===== config.mk =====
export PLATFORM = sky130hd
export DESIGN_NAME = ultrasonic_range_tracker
export DESIGN_NICKNAME = d
export VERILOG_FILES = /design/src/rtl/urt_pkg.sv /design/src/rtl/urt_gain_div.sv /design/src/rtl/urt_mul.sv /design/src/rtl/ultrasonic_range_tracker.sv
export SDC_FILE = /design/constraint.sdc
export NUM_CORES = 2
export LEC_CHECK = 0
export ABC_AREA = 0
export BUFFER_PORTS_ARGS = -buffer_cell sky130_fd_sc_hd__buf_4
export CAP_MARGIN = 15
export CORE_ASPECT_RATIO = 1.1
export CORE_MARGIN = 2
export CORE_UTILIZATION = 65
export CTS_BUF_LIST = sky130_fd_sc_hd__clkbuf_8
export CTS_CLUSTER_DIAMETER = 30
export CTS_CLUSTER_SIZE = 24
export DETAILED_ROUTE_END_ITERATION = 10
export GPL_TIMING_DRIVEN = 0
export PLACE_DENSITY = 0.83
export RECOVER_POWER = 50
export SETUP_SLACK_MARGIN = 0.1
export SYNTH_ARGS = -nofsm -noshare
export SYNTH_HDL_FRONTEND = slang
export SYNTH_SLANG_ARGS = --single-unit
export TNS_END_PERCENT = 50

===== constraint.sdc =====
create_clock -name i_clk -period 21.7 [get_ports i_clk]
set_clock_uncertainty 0.2 [all_clocks]
set_input_delay 4.34 -clock i_clk [delete_from_list [all_inputs] [get_ports i_clk]]
set_output_delay 4.34 -clock i_clk [all_outputs]
set_load 0.01 [all_outputs]

===== src/rtl/urt_pkg.sv =====
// Shared types and constants for the ultrasonic range tracker.
// No dependencies; imported by every module of the block.
package urt_pkg;

    localparam int CHANNELS   = 4;
    localparam int CH_W       = (CHANNELS > 1) ? $clog2(CHANNELS) : 1;
    localparam int DATA_W     = 16;
    localparam int MISS_W     = 8;
    localparam int CFG_IDX_W  = 3;
    localparam int DIV_STEPS  = 16;
    localparam int DIV_CNT_W  = $clog2(DIV_STEPS + 1);

    localparam logic [CFG_IDX_W-1:0] CFG_PROCESS_NOISE     = 3'd0;
    localparam logic [CFG_IDX_W-1:0] CFG_MEASUREMENT_NOISE = 3'd1;
    localparam logic [CFG_IDX_W-1:0] CFG_MAX_RANGE         = 3'd2;
    localparam logic [CFG_IDX_W-1:0] CFG_MAX_MISSES        = 3'd3;
    localparam logic [CFG_IDX_W-1:0] CFG_INITIAL_VARIANCE  = 3'd4;

    localparam logic [DATA_W-1:0] RST_PROCESS_NOISE     = 16'd26;
    localparam logic [DATA_W-1:0] RST_MEASUREMENT_NOISE = 16'd256;
    localparam logic [DATA_W-1:0] RST_MAX_RANGE         = 16'd1280;
    localparam logic [MISS_W-1:0] RST_MAX_MISSES        = 8'd3;
    localparam logic [DATA_W-1:0] RST_INITIAL_VARIANCE  = 16'd1280;

    typedef enum logic [2:0] {
        ST_IDLE,
        ST_GATE,
        ST_PRED,
        ST_DIV,
        ST_MUL_EST,
        ST_MUL_VAR,
        ST_WB,
        ST_DONE
    } t_state;

    typedef struct packed {
        logic              start;
        logic [DATA_W-1:0] num;
        logic [DATA_W:0]   den;
    } t_div_req;

endpackage


===== src/rtl/urt_gain_div.sv =====
// Iterative restoring divider for the Kalman gain: floor(num * 2^16 / den).
// One quotient bit per cycle, saturates to all ones. Uses urt_pkg.
module urt_gain_div (
    input  logic                    i_clk,
    input  logic                    i_rst_n,
    input  urt_pkg::t_div_req       i_req,
    output logic                    o_done,
    output logic [urt_pkg::DATA_W-1:0] o_quo
);
    import urt_pkg::*;

    logic                 r_busy;
    logic                 r_done;
    logic [DIV_CNT_W-1:0] r_cnt;
    logic [DATA_W:0]      r_rem;
    logic [DATA_W:0]      r_den;
    logic [DATA_W-1:0]    r_quo;
    logic                 r_zero;
    logic                 r_ovf;

    logic [DATA_W+1:0]    w_trial;
    logic [DATA_W+1:0]    w_diff;
    logic                 w_ge;

    assign w_trial = {r_rem, 1'b0};
    assign w_ge    = w_trial >= {1'b0, r_den};
    assign w_diff  = w_trial - {1'b0, r_den};

    always_ff @(posedge i_clk) begin
        if (!i_rst_n) begin
            r_busy <= 1'b0;
            r_done <= 1'b0;
            r_cnt  <= '0;
        end else begin
            r_done <= 1'b0;
            if (i_req.start) begin
                r_busy <= 1'b1;
                r_cnt  <= DIV_CNT_W'(DIV_STEPS);
            end else if (r_busy) begin
                r_cnt <= r_cnt - 1'b1;
                if (r_cnt == DIV_CNT_W'(1)) begin
                    r_busy <= 1'b0;
                    r_done <= 1'b1;
                end
            end
        end
    end

    always_ff @(posedge i_clk) begin
        if (i_req.start) begin
            r_rem  <= {1'b0, i_req.num};
            r_den  <= i_req.den;
            r_quo  <= '0;
            r_zero <= (i_req.den == '0);
            r_ovf  <= ({1'b0, i_req.num} >= i_req.den);
        end else if (r_busy) begin
            r_rem <= w_ge ? w_diff[DATA_W:0] : w_trial[DATA_W:0];
            r_quo <= {r_quo[DATA_W-2:0], w_ge};
        end
    end

    assign o_done = r_done;
    assign o_quo  = r_zero ? '0 : (r_ovf ? '1 : r_quo);

endmodule


===== src/rtl/urt_mul.sv =====
// Shared multiplier with registered, rounded Q16 result: (a * b + 2^15) >> 16.
// Used for both the estimate step and the variance update. Uses urt_pkg.
module urt_mul (
    input  logic                       i_clk,
    input  logic [urt_pkg::DATA_W:0]   i_a,
    input  logic [urt_pkg::DATA_W-1:0] i_b,
    output logic [urt_pkg::DATA_W-1:0] o_res
);
    import urt_pkg::*;

    logic [2*DATA_W:0]  w_prod;
    logic [2*DATA_W:0]  w_rnd;
    logic [DATA_W-1:0]  r_res;

    assign w_prod = {{DATA_W{1'b0}}, i_a} * {{(DATA_W+1){1'b0}}, i_b};
    assign w_rnd  = w_prod + {{(DATA_W+1){1'b0}}, 1'b1, {(DATA_W-1){1'b0}}};

    always_ff @(posedge i_clk) begin
        r_res <= w_rnd[2*DATA_W-1:DATA_W];
    end

    assign o_res = r_res;

endmodule


===== src/rtl/ultrasonic_range_tracker.sv =====
// Ultrasonic range tracker top level: track gating and scalar Kalman filter
// for four probes. Depends on urt_pkg, urt_gain_div and urt_mul.
//
// Usage:
//   Input channel (i_valid / o_stall) carries one frame of four readings,
//   i_probe_0..3, unsigned Q8.8. Output channel (o_valid / i_stall) returns
//   o_range_0..3, the filtered distances clamped to the range limit.
//   Channels are processed one after another by one sequencer that shares
//   the gain divider (one quotient bit per cycle) and one multiplier.
//   A channel that neither holds nor opens a track, or drops its track, is
//   gated only; any other channel also runs predict, the 16-step divider and
//   two multiplies. One frame is in work at a time and o_stall stays high
//   until its result is registered. The result register is loaded only when
//   it is empty or being taken, so a stall on the output holds the block in
//   its final step. The user writes configuration through i_cfg_wr_en /
//   i_cfg_index / i_cfg_data only while the block is idle; the block itself
//   does not enforce this. Unknown indexes are ignored.
//   Reset (i_rst_n low, synchronous) restores the register defaults and
//   clears every track, estimate, variance and miss count.
module ultrasonic_range_tracker (
    input  logic                          i_clk,
    input  logic                          i_rst_n,
    input  logic                          i_cfg_wr_en,
    input  logic [urt_pkg::CFG_IDX_W-1:0] i_cfg_index,
    input  logic [urt_pkg::DATA_W-1:0]    i_cfg_data,
    input  logic                          i_valid,
    output logic                          o_stall,
    input  logic [urt_pkg::DATA_W-1:0]    i_probe_0,
    input  logic [urt_pkg::DATA_W-1:0]    i_probe_1,
    input  logic [urt_pkg::DATA_W-1:0]    i_probe_2,
    input  logic [urt_pkg::DATA_W-1:0]    i_probe_3,
    output logic                          o_valid,
    input  logic                          i_stall,
    output logic [urt_pkg::DATA_W-1:0]    o_range_0,
    output logic [urt_pkg::DATA_W-1:0]    o_range_1,
    output logic [urt_pkg::DATA_W-1:0]    o_range_2,
    output logic [urt_pkg::DATA_W-1:0]    o_range_3
);
    import urt_pkg::*;

    // configuration
    logic [DATA_W-1:0] r_pn;
    logic [DATA_W-1:0] r_mn;
    logic [DATA_W-1:0] r_mr;
    logic [MISS_W-1:0] r_mm;
    logic [DATA_W-1:0] r_iv;

    // sequencer and per-channel state
    t_state            r_state, n_state;
    logic [CH_W-1:0]   r_ch, n_ch;
    logic              r_out_valid, n_out_valid;
    logic [DATA_W-1:0] r_est  [CHANNELS];
    logic [DATA_W-1:0] n_est  [CHANNELS];
    logic [DATA_W-1:0] r_var  [CHANNELS];
    logic [DATA_W-1:0] n_var  [CHANNELS];
    logic              r_trk  [CHANNELS];
    logic              n_trk  [CHANNELS];
    logic [MISS_W-1:0] r_miss [CHANNELS];
    logic [MISS_W-1:0] n_miss [CHANNELS];

    // working payload
    logic [DATA_W-1:0] r_probe [CHANNELS];
    logic [DATA_W-1:0] n_probe [CHANNELS];
    logic [DATA_W-1:0] r_out   [CHANNELS];
    logic [DATA_W-1:0] n_out   [CHANNELS];
    logic [DATA_W-1:0] r_z, n_z;
    logic [DATA_W-1:0] r_gain, n_gain;
    logic [DATA_W-1:0] r_var_p, n_var_p;
    logic              r_up, n_up;

    logic [DATA_W-1:0] w_probe [CHANNELS];
    logic [DATA_W-1:0] w_rd;
    logic              w_in_range;
    logic [MISS_W-1:0] w_miss_inc;
    logic [DATA_W:0]   w_var_sum;
    logic [DATA_W-1:0] w_var_sat;
    logic              w_up;
    logic [DATA_W-1:0] w_mag;
    logic              w_last;

    t_div_req          w_div_req;
    logic              w_div_done;
    logic [DATA_W-1:0] w_div_quo;
    logic [DATA_W:0]   w_mul_a;
    logic [DATA_W-1:0] w_mul_b;
    logic [DATA_W-1:0] w_mul_res;

    assign w_probe[0] = i_probe_0;
    assign w_probe[1] = i_probe_1;
    assign w_probe[2] = i_probe_2;
    assign w_probe[3] = i_probe_3;

    urt_gain_div u_div (
        .i_clk   (i_clk),
        .i_rst_n (i_rst_n),
        .i_req   (w_div_req),
        .o_done  (w_div_done),
        .o_quo   (w_div_quo)
    );

    urt_mul u_mul (
        .i_clk (i_clk),
        .i_a   (w_mul_a),
        .i_b   (w_mul_b),
        .o_res (w_mul_res)
    );

    always_ff @(posedge i_clk) begin
        if (!i_rst_n) begin
            r_pn <= RST_PROCESS_NOISE;
            r_mn <= RST_MEASUREMENT_NOISE;
            r_mr <= RST_MAX_RANGE;
            r_mm <= RST_MAX_MISSES;
            r_iv <= RST_INITIAL_VARIANCE;
        end else if (i_cfg_wr_en) begin
            case (i_cfg_index)
                CFG_PROCESS_NOISE:     r_pn <= i_cfg_data;
                CFG_MEASUREMENT_NOISE: r_mn <= i_cfg_data;
                CFG_MAX_RANGE:         r_mr <= i_cfg_data;
                CFG_MAX_MISSES:        r_mm <= i_cfg_data[MISS_W-1:0];
                CFG_INITIAL_VARIANCE:  r_iv <= i_cfg_data;
                default: ;
            endcase
        end
    end

    assign w_rd       = r_probe[r_ch];
    assign w_in_range = w_rd < r_mr;
    assign w_miss_inc = (r_miss[r_ch] == '1) ? r_miss[r_ch] : r_miss[r_ch] + 1'b1;
    assign w_var_sum  = {1'b0, r_var[r_ch]} + {1'b0, r_pn};
    assign w_var_sat  = w_var_sum[DATA_W] ? '1 : w_var_sum[DATA_W-1:0];
    assign w_up       = r_z >= r_est[r_ch];
    assign w_mag      = w_up ? (r_z - r_est[r_ch]) : (r_est[r_ch] - r_z);
    assign w_last     = r_ch == CH_W'(CHANNELS - 1);

    always_comb begin
        n_state     = r_state;
        n_ch        = r_ch;
        n_out_valid = r_out_valid;
        n_est       = r_est;
        n_var       = r_var;
        n_trk       = r_trk;
        n_miss      = r_miss;
        n_probe     = r_probe;
        n_out       = r_out;
        n_z         = r_z;
        n_gain      = r_gain;
        n_var_p     = r_var_p;
        n_up        = r_up;
        w_div_req.start = 1'b0;
        w_div_req.num   = w_var_sat;
        w_div_req.den   = {1'b0, w_var_sat} + {1'b0, r_mn};
        w_mul_a     = {1'b0, r_gain};
        w_mul_b     = w_mag;

        if (r_out_valid && !i_stall) begin
            n_out_valid = 1'b0;
        end

        case (r_state)
            ST_IDLE: begin
                if (i_valid) begin
                    n_probe = w_probe;
                    n_ch    = '0;
                    n_state = ST_GATE;
                end
            end
            ST_GATE: begin
                n_state = ST_PRED;
                n_z     = w_rd;
                if (r_trk[r_ch]) begin
                    if (w_in_range) begin
                        n_miss[r_ch] = '0;
                    end else if (w_miss_inc >= r_mm) begin
                        n_est[r_ch]  = r_mr;
                        n_trk[r_ch]  = 1'b0;
                        n_miss[r_ch] = '0;
                        n_state      = w_last ? ST_DONE : ST_GATE;
                        n_ch         = w_last ? r_ch : r_ch + 1'b1;
                    end else begin
                        n_miss[r_ch] = w_miss_inc;
                        n_z          = r_est[r_ch];
                    end
                end else if (w_in_range) begin
                    n_trk[r_ch] = 1'b1;
                    n_est[r_ch] = w_rd;
                    n_var[r_ch] = r_iv;
                end else begin
                    n_est[r_ch] = r_mr;
                    n_state     = w_last ? ST_DONE : ST_GATE;
                    n_ch        = w_last ? r_ch : r_ch + 1'b1;
                end
            end
            ST_PRED: begin
                w_div_req.start = 1'b1;
                n_var_p         = w_var_sat;
                n_state         = ST_DIV;
            end
            ST_DIV: begin
                if (w_div_done) begin
                    n_gain  = w_div_quo;
                    n_state = ST_MUL_EST;
                end
            end
            ST_MUL_EST: begin
                n_up    = w_up;
                n_state = ST_MUL_VAR;
            end
            ST_MUL_VAR: begin
                w_mul_a     = {1'b1, {DATA_W{1'b0}}} - {1'b0, r_gain};
                w_mul_b     = r_var_p;
                n_est[r_ch] = r_up ? r_est[r_ch] + w_mul_res : r_est[r_ch] - w_mul_res;
                n_state     = ST_WB;
            end
            ST_WB: begin
                n_var[r_ch] = w_mul_res;
                n_state     = w_last ? ST_DONE : ST_GATE;
                n_ch        = w_last ? r_ch : r_ch + 1'b1;
            end
            ST_DONE: begin
                if (!r_out_valid || !i_stall) begin
                    for (int k = 0; k < CHANNELS; k++) begin
                        n_out[k] = (r_est[k] > r_mr) ? r_mr : r_est[k];
                    end
                    n_out_valid = 1'b1;
                    n_state     = ST_IDLE;
                end
            end
            default: begin
                n_state = ST_IDLE;
            end
        endcase
    end

    always_ff @(posedge i_clk) begin
        if (!i_rst_n) begin
            r_state     <= ST_IDLE;
            r_ch        <= '0;
            r_out_valid <= 1'b0;
            for (int k = 0; k < CHANNELS; k++) begin
                r_est[k]  <= '0;
                r_var[k]  <= '0;
                r_trk[k]  <= 1'b0;
                r_miss[k] <= '0;
            end
        end else begin
            r_state     <= n_state;
            r_ch        <= n_ch;
            r_out_valid <= n_out_valid;
            r_est       <= n_est;
            r_var       <= n_var;
            r_trk       <= n_trk;
            r_miss      <= n_miss;
        end
    end

    always_ff @(posedge i_clk) begin
        r_probe <= n_probe;
        r_out   <= n_out;
        r_z     <= n_z;
        r_gain  <= n_gain;
        r_var_p <= n_var_p;
        r_up    <= n_up;
    end

    assign o_stall   = r_state != ST_IDLE;
    assign o_valid   = r_out_valid;
    assign o_range_0 = r_out[0];
    assign o_range_1 = r_out[1];
    assign o_range_2 = r_out[2];
    assign o_range_3 = r_out[3];

    a_div_in_div_state: assert property (@(posedge i_clk) disable iff (!i_rst_n)
        w_div_done |-> r_state == ST_DIV)
        else $error("divider finished outside its wait state");

    a_accept_starts_frame: assert property (@(posedge i_clk) disable iff (!i_rst_n)
        (i_valid && !o_stall) |=> (r_state == ST_GATE && r_ch == '0))
        else $error("accepted transaction did not start at channel zero");

    a_result_from_done: assert property (@(posedge i_clk) disable iff (!i_rst_n)
        $rose(o_valid) |-> $past(r_state) == ST_DONE)
        else $error("result raised outside the final step");

endmodule

After elaboration in Yosys (flattened, before gate mapping)
Index checks and enable logic that the tools add are counted.

word-level totals
  register bits after elaboration = 494
  input port bits = 88
  output and inout port bits = 66

cells by class
  add/sub/neg operators = 12
  multipliers = 1
  $lt $le $gt $ge = 11
  equal/unequal tests = 23
  muxes and demuxes = 84
  bitwise gates (word level) = 8
  reductions and logical operators = 31

operator list
  operator                                                               count
  64-bit 2-to-1 mux                                                      6
  16-bit 2-to-1 mux                                                      21
  64-bit bitwise mux                                                     5
  64-bit one-hot mux with 2 select lines                                 2
  16-bit binary-select mux with 2-bit select                             3
  16-bit greater-than comparator                                         4
  32-bit 2-to-1 mux                                                      2
  16-bit subtractor                                                      3
  16-bit by 16-bit adder with 17-bit output                              2
  17-bit 2-to-1 mux                                                      2
  32-bit by 16-bit adder with 32-bit output (second input constant)      1
  32-bit AND                                                             1
  32-bit bitwise mux                                                     1
  16-bit demux with 2-bit select                                         1
  17-bit by 16-bit multiplier with 32-bit output                         1
  8-bit 2-to-1 mux                                                       4
  32-bit NOT                                                             1
  3-bit 2-to-1 mux                                                       8
  3-bit one-hot mux with 8 select lines                                  1
  18-bit by 17-bit >= comparator with 1-bit output                       1
  2-bit AND reduction                                                    9
  16-bit by 17-bit >= comparator with 1-bit output                       1
  17-bit logical NOT                                                     1
  17-bit by 16-bit subtractor with 17-bit output (first input constant)  1
  43 further kinds                                                       88

Depth between registers and ports, before layout
  depth in word-level cells = 11
  gate-level depth with buffers = 41

Cells and area by module
Synthesis repeated with hierarchy kept, for this count alone.

unflattened totals
  cell total of the unflattened synthesis = 3849
  area, all modules = 36526.3 µm²

by module, submodules not included
  module                    times used  cells each  area an instance (µm²)  sequential area each (µm²)
  ultrasonic_range_tracker  1           2351        23239.8                 10159.7
  urt_mul                   1           1072        9356.5                  320.3
  urt_gain_div              1           426         3930.0                  1531.5

Least setup slack after synthesis
No wires, ideal clock.

  kind = register -> register
  start point = reg r_ch[0]
  end point = reg u_mul.r_res[15] (netlist: u_mul.o_res[15])
  library setup time = 0.121 ns
  arrival time = 10.156 ns
  required time = 21.379 ns
  path slack = 11.223 ns
  cell stages (with the launch flop) = 37
  buffers on the path = 6
  path through = dfxtp_1 -> buf_2 -> buf_2 -> buf_2 -> buf_1 -> mux4_2 -> ha_1 -> buf_2 -> or3_1 -> and3_1 -> nor3_4 -> mux2_2 -> a21oi_1 -> and4bb_1 -> or3_2 -> a31oi_4 -> buf_6 -> nor2_1 -> fa_1 -> fa_1 -> fa_1 -> fa_1 -> fa_1 -> inv_1 -> fa_1 -> inv_1 -> ha_1 -> a22oi_1 -> nand2_1 -> a21oi_1 -> nand4_1 -> a31oi_1 -> or3_1 -> nand2_1 -> a311oi_1 -> o211ai_1 -> xnor2_1

between the ends
  longest elaborated chain between the ends = 9

ends and longest elaborated chain
  element                                                           RTL line                                                          text
  start, declared                                                   ultrasonic_range_tracker.sv:50                                    logic [CH_W-1:0] r_ch, n_ch;
  start signal, assigned                                            ultrasonic_range_tracker.sv:248                                   r_ch <= n_ch;
  2-bit NOT with 3-bit output (not written as such) (*)             ultrasonic_range_tracker.sv:132, ultrasonic_range_tracker.sv:133
  16-bit binary-select mux with 2-bit select (*)                    ultrasonic_range_tracker.sv:132, ultrasonic_range_tracker.sv:133
  16-bit 2-to-1 mux (not written as such) (*) (2 in a row)          ultrasonic_range_tracker.sv:132, ultrasonic_range_tracker.sv:133
  16-bit subtractor / 16-bit >= comparator (equally long branches)  ultrasonic_range_tracker.sv:133, ultrasonic_range_tracker.sv:132
  16-bit 2-to-1 mux (*)                                             ultrasonic_range_tracker.sv:133                                   assign w_mag = w_up ? (r_z - r_est[r_ch]) : (r_est[r_ch] - r_z);
  16-bit 2-to-1 mux (*)                                             ultrasonic_range_tracker.sv:160                                   case (r_state)
  17-bit by 16-bit multiplier with 32-bit output (*)                urt_mul.sv:15                                                     assign w_prod = {{DATA_W{1'b0}}, i_a} * {{(DATA_W+1){1'b0}}, i_b};
  32-bit by 16-bit adder with 32-bit output (*)                     urt_mul.sv:16                                                     assign w_rnd = w_prod + {{(DATA_W+1){1'b0}}, 1'b1, {(DATA_W-1){1'b0}}};
  net u_mul.w_rnd[31]                                               urt_mul.sv:12                                                     logic [2*DATA_W:0] w_rnd;
  end signal, assigned                                              urt_mul.sv:19                                                     r_res <= w_rnd[2*DATA_W-1:DATA_W];
  end, declared                                                     urt_mul.sv:13                                                     logic [DATA_W-1:0] r_res;

The timed path passes the listed nets; every way through them passes the cells marked *. The select of a mux whose other input is x is not followed.
A chain may end at the register's enable or synchronous reset.

Worst setup path in the final report
  start point = reg r_ch[0]
  end point = reg u_mul.r_res[14] (netlist: u_mul.o_res[14])

The elaborated chain is that of the path after synthesis.

==> flow_summary.html <==
<table>
<tr><th>Metric</th><th>Value</th></tr>
<tr><th colspan="2">Route</th></tr>
<tr><td>Post-detailed-routing wire length</td><td>between 100000 and 150000 microns</td></tr>
<tr><td>DRC violations left</td><td>0</td></tr>
<tr><td>Routed wire length per instance</td><td>21.87 microns</td></tr>
<tr><td>Drt first-iter violations</td><td>2870</td></tr>
<tr><td>Total number of vias</td><td>approximately 30000</td></tr>
<tr><td>Number of optimization iterations in the first detailed-route pass</td><td>6</td></tr>
<tr><td>Detail-routed via count per cell</td><td>between 6 and 7</td></tr>
<tr><td>Post-detailed-route count of antenna-violating nets</td><td>0</td></tr>
<tr><th colspan="2">Final layout</th></tr>
<tr><td>Layout overhead on the synthesized area</td><td>11.35%</td></tr>
<tr><td>Share of post-route cells with drive strength above 1</td><td>between 10% and 20%</td></tr>
<tr><td>Post-route standard cell area excluding fillers</td><td>39750 sq um</td></tr>
<tr><td>Final cell utilization of the core</td><td>a little over 70%</td></tr>
<tr><td>Commonest non-fill, non-tap cells in the layout</td><td>442 x sky130_fd_sc_hd__nand2_1, 401 x sky130_fd_sc_hd__inv_1, 318 x sky130_fd_sc_hd__ha_1</td></tr>
<tr><td>Number of nets in the layout</td><td>roughly 4600</td></tr>
<tr><td>Most common cell after layout, fill and taps aside</td><td>sky130_fd_sc_hd__nand2_1</td></tr>
<tr><td>Total of fill cells in the finished design</td><td>just over 4000</td></tr>
<tr><th colspan="2">Worst setup path</th></tr>
<tr><td>Most frequent cell on the critical path</td><td>sky130_fd_sc_hd__fa_1</td></tr>
<tr><td>Reg2Reg Launch Point</td><td>r_ch[0]$_SDFFE_PN0P_</td></tr>
<tr><td>Source of the critical timing path</td><td>r_ch[0]$_SDFFE_PN0P_</td></tr>
<tr><td>Crit path DAT</td><td>approximately 14000 ps</td></tr>
<tr><td>Crit start category</td><td>flip-flop</td></tr>
<tr><td>WS Path Type</td><td>flip-flop to flip-flop</td></tr>
<tr><td>Slowest-stage cell, CP</td><td>sky130_fd_sc_hd__mux4_2</td></tr>
<tr><td>Critical Path Sink Type</td><td>flip-flop</td></tr>
<tr><td>Crit path max-delay family</td><td>adder cells</td></tr>
<tr><td>Critical path fanouts, max</td><td>10</td></tr>
<tr><td>Critical path buffer and inverter count</td><td>10</td></tr>
<tr><td>Worst endpoint required time</td><td>roughly 22000 ps</td></tr>
<tr><td>Delay contributed by the slowest stage of the critical path</td><td>approximately 730 ps</td></tr>
<tr><th colspan="2">STA</th></tr>
<tr><td>Hold Fails Final Rpt</td><td>0</td></tr>
<tr><td>Slew headroom</td><td>-53.28%</td></tr>
<tr><td>Pin slew with the least headroom to its limit</td><td>about 2300 ps</td></tr>
<tr><td>Setup repair after global routing missed its margin</td><td>false</td></tr>
<tr><td>Fmax achieved</td><td>between 70 and 80 MHz</td></tr>
<tr><td>Post-route worst hold slack</td><td>between 200 and 300 ps</td></tr>
<tr><td>Crit share post-route</td><td>between 60% and 70%</td></tr>
<tr><td>Setup Total Neg Slack</td><td>0 ps</td></tr>
<tr><td>Time the worst path needs with I/O delays and setup</td><td>13220 ps</td></tr>
<tr><td>Number of setup violations in the final report</td><td>0</td></tr>
<tr><td>Max Slew Vio Count</td><td>136</td></tr>
<tr><th colspan="2">Die</th></tr>
<tr><td>Initial cell density of the core</td><td>about 65%</td></tr>
<tr><td>Horizontal die dimension</td><td>227.4 microns</td></tr>
<tr><td>Top-level I/O count</td><td>154</td></tr>
<tr><td>Full die area</td><td>~57000 sq um</td></tr>
<tr><td>Rows</td><td>90</td></tr>
<tr><td>Vert. Die Dim</td><td>around 250 microns</td></tr>
<tr><td>Placeable core region</td><td>54610 sq um</td></tr>
<tr><th colspan="2">Clock tree</th></tr>
<tr><td>Clock tree root buffer cell</td><td>sky130_fd_sc_hd__clkbuf_8</td></tr>
<tr><td>Postcts setup bufs</td><td>0</td></tr>
<tr><td>Clock slew at reported path FFs</td><td>70 ps</td></tr>
<tr><td>Hold buffer count at cts</td><td>0</td></tr>
<tr><td>TritonCTS clock tree</td><td>done</td></tr>
<tr><td>H-tree levels</td><td>3</td></tr>
<tr><td>Resize count post-CTS</td><td>0</td></tr>
<tr><td>Sinks on the clock net</td><td>roughly 490</td></tr>
<tr><td>Clock latency at the later pin of the worst-skew pair</td><td>about 750 ps</td></tr>
<tr><td>Maximum count of clock buffers along a single path</td><td>3</td></tr>
<tr><td>Clock buffers created by TritonCTS</td><td>83</td></tr>
<tr><th colspan="2">Status</th></tr>
<tr><td>Outcome</td><td>complete, but fails checks</td></tr>
<tr><td>Violations in the final reports</td><td>capacitance limit, slew limit</td></tr>
<tr><th colspan="2">Synthesis</th></tr>
<tr><td>Number of flip-flops and latches in the synthesized netlist</td><td>a little under 500</td></tr>
<tr><td>Number of distinct library cells after synthesis</td><td>87</td></tr>
<tr><td>Proportion of synthesized flip-flops having asynchronous set or reset</td><td>0%</td></tr>
<tr><td>Number of warnings printed during yosys synthesis</td><td>0</td></tr>
<tr><td>Post-Syn Area</td><td>35700 sq um</td></tr>
<tr><td>Seq/Total Area, Yosys</td><td>about 34%</td></tr>
<tr><td>Post-synthesis cell count</td><td>between 3000 and 4000</td></tr>
<tr><td>Area leader, netlist</td><td>sky130_fd_sc_hd__edfxtp_1</td></tr>
<tr><td>Average instance area after synthesis</td><td>between 9 and 10 sq um</td></tr>
<tr><td>Number of enable flip-flop cells after synthesis</td><td>212</td></tr>
<tr><td>Leading cell types by total area after synthesis</td><td>sky130_fd_sc_hd__edfxtp_1 18%, sky130_fd_sc_hd__dfxtp_1 16%, sky130_fd_sc_hd__fa_1 12%</td></tr>
<tr><td>Total nets after synthesis</td><td>roughly 4400</td></tr>
<tr><td>Dominant synthesized flop cell</td><td>sky130_fd_sc_hd__dfxtp_1</td></tr>
<tr><td>Area fraction of the dominant cell type after synthesis</td><td>17.83%</td></tr>
<tr><th colspan="2">Placed design</th></tr>
<tr><td>Global placer's final weighted congestion</td><td>roughly 1.0</td></tr>
<tr><td>Detail Placement HPWL</td><td>81280 microns</td></tr>
<tr><td>PortBufs</td><td>about 150</td></tr>
<tr><td>Cell area reported after detailed placement</td><td>37850 sq um</td></tr>
<tr><th colspan="2">Global routing</th></tr>
<tr><td>Met2 routing resource usage after global routing</td><td>around three fifths</td></tr>
<tr><td>Global-route wire length before repair</td><td>163100 microns</td></tr>
<tr><td>Vias in the first global route</td><td>~30000</td></tr>
<tr><td>Overflow left after global routing</td><td>0</td></tr>
<tr><td>Met3 Usage GRT</td><td>under 10%</td></tr>
<tr><td>Largest net degree at the start of global routing</td><td>between 40 and 50</td></tr>
<tr><td>GRT busiest layer</td><td>met2</td></tr>
<tr><td>GR Layer Usage met1</td><td>between 40 and 50%</td></tr>
<tr><td>Overall routing resource usage</td><td>between 30% and 40%</td></tr>
<tr><td>Initial antenna violation count</td><td>3</td></tr>
<tr><th colspan="2">Worst hold path</th></tr>
<tr><td>Startpoint of the tightest hold check path</td><td>r_miss[8]$_SDFFE_PN0P_</td></tr>
<tr><td>Type of the tightest min-delay check</td><td>flip-flop to flip-flop</td></tr>
<tr><th colspan="2">Job</th></tr>
<tr><td>Max-cap viol count</td><td>4</td></tr>
</table>
[cells in the mapped netlist (all sizes together), types with 23 or more instances]
master and count:
mux4 57, nand2b 40, nand2 442, clkbuf 122, nand3 183, mux2 81
xor2 52, nand4 28, nor2b 26, fa 212, dfxtp 282, o211ai 29
o21ai 232, buf 39, nor3 53, a21o 52, a21oi 202, mux2i 60
xnor2 75, o21a 35, edfxtp 212, and3 23, inv 392, ha 318
nor2 276, and2 47
[logic make-up (layout without fill, tap and decap cells)]
group	after synthesis	count (layout)	synth area share, %
mux	198	198	7.879
fa+ha+maj	530	530	23.04
flops	494	494	33.65
other cells	0	2	0
compound gates	664	664	11.14
xor+xnor	127	127	3.116
simple gates	1188	1188	15.22
buf+inv	554	866	5.962
[worst register-to-register path, delay by kind of cell (launching register included)]
kind,cells,cell delay [ps]
compound gates,9,2720
xor+xnor,1,170
fa+ha+maj,8,3780
buf+inv,10,3030
flops,1,370
mux,2,1050
simple gates,9,1810
[state kept, by name, summed over array words and instances, names as in the netlist, 17 cells and up, named ones only]
signal       flops
r_est           64
u_div.r_den     17
r_miss          32
r_var           64
u_div.r_rem     17
r_probe         64
[layout make-up]
class | count | area, sq um | area share, %
Antenna cell | 2 | 5.005 | 0.01259
Buffer | 161 | 648.1 | 1.631
Clock buffer | 87 | 1197 | 3.012
Clock inverter | 68 | 765.7 | 1.926
Inverter | 393 | 1478 | 3.718
Multi-Input combinational cell | 2707 | 21560 | 54.23
Sequential cell | 494 | 12010 | 30.22
Tap cell | 736 | 920.9 | 2.317
Timing Repair Buffer | 157 | 1165 | 2.931
[metal layers]
metal | share of wire (%) | vias to the layer above
met5 | 0 | -
met4 | 7.7 | 0
met3 | 8.7 | 452
met2 | 46 | 1632
met1 | 37 | 14191
li1 | - | 13423
[metrics by stage]
stage / worst slack, ps / std cells
3_3_place_gp: 9128 / 4643
4_1_cts: 9007 / 4802
2_1_floorplan: 11220 / 3755
3_5_place_dp: 9063 / 4647
5_1_grt: 7639 / 4804
6_report: 8478 / 4805
[path summary, 6_finish.rpt]
kind | end | slack [ps] | depth (start not counted)
hold / removal | r_miss[8]$_SDFFE_PN0P_ | 250 | 2
setup / recovery | u_mul.o_res[14]$_DFF_P_ | 8480 | 39
setup reg to reg | u_mul.o_res[14]$_DFF_P_ | 8480 | 39
hold reg to reg | r_miss[8]$_SDFFE_PN0P_ | 250 | 2
Power is left out: the tool's default activity adds up to more than one toggle a clock period on the data nets, which glitch-free logic cannot reach.
